--- config.mk ---
export PLATFORM = sky130hd
export DESIGN_NAME = mkwr_ram
export DESIGN_NICKNAME = d
export VERILOG_FILES = /design/src/hdl/mkwr_ram.sv
export SDC_FILE = /design/constraint.sdc
export NUM_CORES = 1
export LEC_CHECK = 0
export BUFFER_PORTS_ARGS = -buffer_cell sky130_fd_sc_hd__buf_4
export CAP_MARGIN = 5
export CORE_MARGIN = 4
export CORE_UTILIZATION = 65
export DETAILED_ROUTE_END_ITERATION = 8
export PLACE_DENSITY = 0.88
export SLEW_MARGIN = 25
export SYNTH_ARGS = -nofsm -noshare
export SYNTH_HDL_FRONTEND = slang
export SYNTH_SLANG_ARGS = --single-unit
--- constraint.sdc ---
create_clock -name clk_i -period 7.03 [get_ports clk_i]
set_input_delay 0 -clock clk_i [delete_from_list [all_inputs] [get_ports clk_i]]
set_output_delay 0 -clock clk_i [all_outputs]
set_load 0.05 [all_outputs]
--- src/hdl/mkwr_ram.sv ---
// Generic single-port-write, single-port-read RAM with registered read data.
// Used for the key store lanes. No dependencies.
`default_nettype none

module mkwr_ram #(
  parameter int WIDTH = 32,
  parameter int DEPTH = 16
) (
  input  wire logic                                   clk_i,
  input  wire logic                                   we_i,
  input  wire logic [((DEPTH > 1) ? $clog2(DEPTH) : 1)-1:0] waddr_i,
  input  wire logic [WIDTH-1:0]                       wdata_i,
  input  wire logic                                   re_i,
  input  wire logic [((DEPTH > 1) ? $clog2(DEPTH) : 1)-1:0] raddr_i,
  output logic      [WIDTH-1:0]                       rdata_o
);

  logic [WIDTH-1:0] mem_q [DEPTH];

  // Write one word, read one word into the output register
  always_ff @(posedge clk_i) begin
    if (we_i) begin
      mem_q[waddr_i] <= wdata_i;
    end
    if (re_i) begin
      rdata_o <= mem_q[raddr_i];
    end
  end

endmodule

`default_nettype wire

==> run_results.csv <==
group,metric,value,unit
floorplan,die_w,184,µm
grt,grt_overflow_total,0,
worst_hold_path,hold_class,"in -> reg",
routing,wire_per_inst,35.1,µm
yosys,synth_simple_gate_area_share,1.25,%
power_and_ir_drop,leakage,7.43,nW
critical_path,worstSetupPathType,"in -> reg",
place,dpl.cell_count,1288,
yosys,yosys_warnings,0,
floorplan,core,30600,µm²
yosys,synth_fa_ha_area_share,0,%
floorplan,start_util,66.0,%
routing,routed_via_density,7.06,
yosys,synth_area_leaders,"edfxtp_1, mux4_2, a22oi_1",
clocking,clock_latency,0.56,ns
sta,fmax,0.503,GHz
finish,instances_no_fill,1412,
grt,grt_pass1_wl,71.7,mm
critical_path,cp_max_fo,89,
floorplan,dieHeight,184,µm
sta,min_period,1.99,ns
yosys,synthXorXnorAreaFrac,0,%
sta,whs,0.0789,ns
grt,grt_pass1_vias,10500,
yosys,syn_area_per_cell,24.1,µm²
routing,vias,9963,
critical_path,reg2regPathDepth,3,
floorplan,io_pins,75,
sta,slew-limit-headroom,25.4,%
power_and_ir_drop,p_sw_share,21.7,%
power_and_ir_drop,seqPwrFrac,55.4,%
yosys,synth_top_area_cell,"edfxtp_1",
place,place.port_buffers,74,
critical_path,cp-start-kind,"input pin",
yosys,synth_mux_area_share,14.3,%
sta,rsz0062_at_grt,"no",
power_and_ir_drop,p_per_area,287,nW/µm²
power_and_ir_drop,p_comb_share,6.1,%
yosys,syn_nets,881,
yosys,synth_compound_area_share,2.38,%
routing,drtPass1Iterations,5,
clocking,htreeDepth,2,
place,place.detailed.hpwl,22.4,mm
yosys,seq_area_frac_synth,81.0,%
power_and_ir_drop,p_total,6.65,mW
power_and_ir_drop,p_switching,1.44,mW
critical_path,end_kind,"register",
routing,first_iter_violations,1679,
finish,final_common_cell,"edfxtp_1",
yosys,synth_cell_types,17,
power_and_ir_drop,clockPowerShare,38.5,%
sta,final_max_slew_viol_count,0,
finish,fin_nets,1019,
finish,syn_to_final_growth,14.8,%
clocking,clockBufferDepth,3,
status,status,"completed",
critical_path,critical_path_arrival,2.28,ns
sta,clock_skew,0.0193,ns
worst_hold_path,holdPathStages,3,
worst_hold_path,min-delay-start,"waddr_i[0]",
clocking,cts_buffers,49,
routing,route.antenna.remaining_nets,0,
grt,antenna_found_initial,2,
yosys,synth_top_family_by_area,"multiplexers",
sta,worst_slack,5.04,ns
critical_path,crit_required,7.32,ns
power_and_ir_drop,internal_power,5.21,mW
critical_path,r2r_start,"mem_q[11][0]$_DFFE_PP_",
routing,routed_wl,49.6,mm
place,gp_congestion,0.790,
yosys,synth.ff_latch_count,544,
routing,drc,0,
critical_path,reg2reg_to,"rdata_o[0]$_DFFE_PP_",
finish,final_cell_mix,"edfxtp_1, mux4_2, buf_4",
sta,tightestPinTransition,1.12,ns
clocking,clk_pin_slew,0.07,ns
yosys,netlist_area,20200,µm²
floorplan,die_area,33900,µm²
clocking,cts_root_buf,"clkbuf_16",
clocking,post_cts_buffers,0,
clocking,cts_tree,"yes",
flow_run,max_cap_viol_count,0,
grt,grt_max_degree,90,
clocking,clock_sinks,544,
sta,setup_viol,0,
sta,finalHoldViolations,0,
worst_hold_path,min_to,"mem_q[0][13]$_DFFE_PP_",
sta,setup_tns,0,ns
place,place_ws,4.37,ns
yosys,syn_inst,838,
finish,drive_gt1_share,30.5,%
grt,grtUsageTotal,29.9,%
power_and_ir_drop,vdd_drop_max,193,µV
floorplan,fp-row-count,64,
sta,period_share,28.3,%
critical_path,reg2reg_slack,5.44,ns
yosys,synth_top_area_share,81.0,%
state kept, by name, summed over array words and instances (netlist names):
register / cells
mem_q: 512
rdata_o: 32
per-stage QoR:
stage / util (%) / cell area, µm²
after floorplan: - / 20200
after global placement: 69.7 / 21300
after detailed placement: 69.7 / 21300
after CTS: 75.7 / 23200
after global routing: 75.7 / 23200
final: 75.7 / 23200
synthesized netlist by cell type:
library cell and n:
nand3b_1 2, nand3_1 1, or3b_2 1, buf_4 11, nor2_1 13, and2_1 1
buf_1 9, edfxtp_1 544, nor2b_1 2, a22oi_1 64, clkbuf_1 17, nor3_1 4
nand2_1 33, nand2b_1 2, buf_6 2, mux4_2 128, buf_2 4
per-layer routing:
| metal | up-vias | GRT usage [%] | wire length (µm) |
|---|---|---|---|
| li1 | 3882 | - | - |
| met1 | 5072 | 40.5 | 16700 |
| met2 | 837 | 49.4 | 25500 |
| met3 | 172 | 5.82 | 5070 |
| met4 | 0 | 11.9 | 2280 |
| met5 | - | 0 | 0 |
power by group through the flow:
stage	Combinational [mW]	Sequential, mW	Clock, mW
after floorplan	0.174	3.79	0
after global placement	0.361	3.74	0
after detailed placement	0.376	3.75	0
after CTS	0.402	3.68	2.57
after global routing	0.424	3.68	2.72
final	0.405	3.68	2.56
worst max path at each step:
stage	from	to	slack [ns]	depth (start not counted)
finish	raddr_i[0]	rdata_o[15]$_DFFE_PP_	5.04	5
global route	raddr_i[0]	rdata_o[20]$_DFFE_PP_	4.81	5
CTS	raddr_i[1]	rdata_o[0]$_DFFE_PP_	4.89	5
detailed placement	raddr_i[1]	rdata_o[23]$_DFFE_PP_	4.37	5
global placement	raddr_i[0]	rdata_o[15]$_DFFE_PP_	4.20	5
floorplan	waddr_i[2]	mem_q[0][0]$_DFFE_PP_	3.85	2
timing repair:
item / CTS / global route
hold endpoints to repair: 530 / 0
gates resized for setup: 0 / 0
hold buffers: 33 / 0
cells by family (layout without fill, tap and decap cells):
group / count (synthesis) / in the layout
AND/OR/NAND/NOR: 59 / 59
other: 0 / 1
flip-flops: 544 / 544
multiplexers: 128 / 128
buffers and inverters: 43 / 220
AO/OA/AOI/OAI: 64 / 64
cell type report:
type,count,area (µm²)
diodes,1,2.50
clock inverters,27,178
multi-input cells,251,3750
flip-flops and latches,544,16300
clock buffers,63,1320
repair buffers,130,1080
well taps,396,495
fillers,1468,7430
worst max-delay path: stages:
cell and delay (ns):
clkbuf_16 0.50, buf_4 0.76, mux4_2 0.61, a22oi_1 0.25
nand2_1 0.10
Note: power is estimated with default switching activity, not from simulation.
