**src/hdl/mkwr_row_match.sv**
```systemverilog
// Row compare unit: matches one key against all stored keys of one slot.
// Returns the lowest matching key index below the slot's key count. No dependencies.
`default_nettype none

module mkwr_row_match #(
  parameter int KEYS_PER_SLOT = 16,
  parameter int KEY_BITS      = 32
) (
  input  wire logic [KEYS_PER_SLOT-1:0][KEY_BITS-1:0]      row_i,
  input  wire logic [KEY_BITS-1:0]                         key_i,
  input  wire logic [$clog2(KEYS_PER_SLOT+1)-1:0]          count_i,
  output logic                                             hit_o,
  output logic [((KEYS_PER_SLOT > 1) ? $clog2(KEYS_PER_SLOT) : 1)-1:0] index_o
);

  localparam int KiW = (KEYS_PER_SLOT > 1) ? $clog2(KEYS_PER_SLOT) : 1;

  // Compare every lane, keep the lowest hit
  always_comb begin
    hit_o   = 1'b0;
    index_o = '0;
    for (int k = KEYS_PER_SLOT - 1; k >= 0; k--) begin
      if ((row_i[k] == key_i) && (k < int'(count_i))) begin
        hit_o   = 1'b1;
        index_o = KiW'(k);
      end
    end
  end

endmodule

`default_nettype wire

```
**config.mk**
```make
export PLATFORM = sky130hd
export DESIGN_NAME = mkwr_row_match
export DESIGN_NICKNAME = d
export VERILOG_FILES = /design/src/hdl/mkwr_row_match.sv
export SDC_FILE = /design/constraint.sdc
export NUM_CORES = 1
export LEC_CHECK = 0
export BUFFER_PORTS_ARGS = -buffer_cell sky130_fd_sc_hd__buf_2
export CELL_PAD_IN_SITES_DETAIL_PLACEMENT = 0
export CELL_PAD_IN_SITES_GLOBAL_PLACEMENT = 1
export CORE_AREA = 2 2 218 220
export DETAILED_ROUTE_END_ITERATION = 10
export DIE_AREA = 0 0 220 222
export PLACE_DENSITY_LB_ADDON = 0.3
export SLEW_MARGIN = 20
export SYNTH_ARGS = -nofsm -noshare
export SYNTH_HDL_FRONTEND = slang
export SYNTH_SLANG_ARGS = --single-unit
```
**constraint.sdc**
```tcl
create_clock -name vclk -period 4.5
set_input_delay 0.225 -clock vclk [all_inputs]
set_output_delay 0.225 -clock vclk [all_outputs]
set_load 0.01 [all_outputs]
```
==> results by group <==
Worst setup path
  • Max stage delay on crit path: 0.55 ns
  • Critical-path top delay cell: nor4_1
  • Top delay family on crit path: simple AND/OR/NAND/NOR gates
  • Crit Path Max Fanout: 9
  • Most common cell on crit path: buf_2
  • Critical path class: input pin to output port
  • CP Data Arrival Time: 3.34 ns
  • Critical Path RT: 4.28 ns
  • WP buf/inv: 3
  • Worst setup SP type: input pin
  • Crit-path cells: buf_2 > buf_4 > xor2_1 > nor4_1 > nand3_1 > nor4_2 > or2_2 > a21oi_1 > o211ai_1 > a31oi_1 > nor2_1 > buf_2
  • Nature of the critical path endpoint: output port

Timing
  • Max Clk Rate: roughly 0.28 GHz
  • Max transition margin: 34.93%
  • Min Clock Period, post-route: 3.566 ns
  • RSZ-0062 raised after global routing: no
  • Final worst slack: between 0.9 and 1 ns
  • Final setup vio count: 0
  • Worst slew pin tran: 0.9671 ns
  • Tcrit/Tclk final: roughly four fifths
  • Final Slew Violations: 0
  • Setup TNS: 0 ns
  • Final Hold Vio Count: 0

Floorplanning
  • Core area: 0.04626 mm2
  • Initial Utilization: 13.72%
  • Die X-Extent: 220 um
  • Chip Height: 222 um
  • I/O pin total: 554
  • Rows: 79
  • Overall die area: ~0.049 mm2

Route
  • Post-DRT Antenna Nets: 0
  • Initial DRC count: ~440
  • DR WL/cell: 28.69 um
  • 1st-pass router iterations: 5
  • Routed WL: around 56,000 um
  • Via density: 4.226
  • Vias post-DR: 8,202
  • DRC Markers: 0

Hold path
  • Worst min-delay path class: input pin to output port
  • Hold depth: 6
  • Hold path endpoint: index_o[0]
  • Min-delay src: row_i[3]

Synth
  • Syn Std Cell Area: 0.006346 mm2
  • Syn Area/Cell: 7.883 um2
  • Synth unique cells: 41
  • Post-Syn Nets: 1,354
  • Synth top area cells: xor2_1 43%, xnor2_1 27%, nor4_1 8.2%
  • Seq/Total Area, Yosys: 0%
  • Cells after Synth: 805
  • Synth top cells by count: 313 x xor2_1, 199 x xnor2_1, 83 x nor4_1, 62 x nand4_1, 37 x buf_2
  • Top cell type's share of synthesized area: a little over two fifths
  • Synth warn: 0
  • Area leader, netlist: xor2_1
  • Cell with the most instances after synthesis: xor2_1

Global routing
  • Met3 usage: around 4.5%
  • Gr ovfl total: 0
  • GRT busiest layer: met2
  • Largest net degree at the start of global routing: 17
  • Gr usage total: 21.84%
  • Met1 Use GR: approximately 25%
  • Vias in the first global route: approximately 9,100
  • First-pass GRT wire length: between 70,000 and 80,000 um
  • Initial antenna violation count: 14
  • GRT met2 Usage: 39.70%

Power and ir drop
  • Sequential Power Share: 0%
  • Total Power: between 900 and 1000 uW
  • Logic pwr share: 100.0%
  • VDD IR max: 0.07119 mV
  • Internal Power: 440.9 uW
  • Switching Share: a little under three fifths
  • Psw: roughly 540 uW
  • Leak pwr: 0.004348 uW
  • Clock power share: 0%
  • Pwr Density: 101.1 mW/mm2

Placement
  • Placed instance count: 1,937
  • DPL Wire Length: 46,870 um
  • Place WS: 0.7852 ns
  • Placed Instance Area: 0.009721 mm2
  • Port bufs: ~550
  • Placer Congestion: around 0.9

Clock network
  • Post-CTS setup buffer count: 0
  • Hold Buf Count CTS: 0
  • # resized after CTS: 0

Final layout
  • Final Non-Filler Cells: roughly 1,900
  • Fin nets: 1,881
  • FFs & Latches: 0
  • Fillers: 5,374
  • Storage cell area: 0 um2
  • Layout cell share with drive strength beyond 1: 45.11%
  • Finished Cell Area: 0.009731 mm2
  • Clkbuf count: 0
  • Multi-input logic area: slightly below 0.006 mm2
  • P&R area growth vs syn: 53.33%

Run
  • Total of max-cap violations: 0

Status
  • Outcome: completed
## metal layers
layer / part of all wire (%) / wire length [um]
met2: 49 / 27420
met3: 7.2 / 4013
met4: 3.6 / 2025
met5: 0.24 / 132
met1: 40 / 22090
## worst max path at each step
stage               from          to  slack (ns)  depth (start not counted)
6_report        key_i[5]  index_o[1]        0.93                         12
5_1_grt         key_i[5]  index_o[1]        0.67                         12
4_1_cts         key_i[5]  index_o[1]        0.79                         12
3_5_place_dp    key_i[5]  index_o[1]        0.79                         12
3_3_place_gp    key_i[5]  index_o[1]        0.75                         12
2_1_floorplan  key_i[28]  index_o[3]        2.26                          9
## power groups by stage
stage                     clock network, uW  logic, uW  registers, uW
final                              0.000120        983              0
after global routing              0.0000594       1060              0
after CTS                                 0       1000              0
after detailed placement                  0        996              0
after global placement                    0        994              0
after floorplan                           0        488              0
## worst min-delay path: cells and delay by family
| kind | cells | cell delay (ns) |
|---|---|---|
| xor gates and xnor gates | 1 | 0.06 |
| AOI/OAI and AO/OA | 2 | 0.22 |
| and+or+nand+nor | 1 | 0.12 |
| buffers and inverters | 2 | 0.24 |
## cell type report
| type | count | area share [%] |
|---|---|---|
| Multi-Input combinational cell | 737 | 60.50 |
| Timing Repair Buffer | 592 | 31.55 |
| Tap cell | 607 | 7.805 |
| Antenna cell | 4 | 0.1029 |
| Inverter | 1 | 0.03858 |
## logic make-up after synthesis
| group | Yosys count | synth area share (%) |
|---|---|---|
| AOI/OAI and AO/OA | 25 | 2.918 |
| xor gates and xnor gates | 512 | 70.66 |
| buffers and inverters | 68 | 7.236 |
| and+or+nand+nor | 200 | 19.18 |
## per-stage QoR
step                hold slack [ns]  utilization (%)
floorplan                    0.7321                -
global placement              1.124            21.01
detailed placement            1.117            21.01
CTS                           1.121            21.01
global route                  1.134            21.02
finish                        1.090            21.03
## cells in the final DEF (no fill, tap or decap), drive strengths merged, types with 2 or more instances in the layout
cell type / instances
nor4: 84
a31oi: 2
or3: 3
xor2: 313
a2111oi: 2
xnor2: 199
a21oi: 9
nand2: 5
o2111ai: 2
o21ai: 2
nand4b: 2
nor2: 6
nor3: 14
or4: 2
or2: 4
diode: 4
buf: 592
nand2b: 2
nand3: 11
nand4: 62
(Power assumes the default switching activity.)
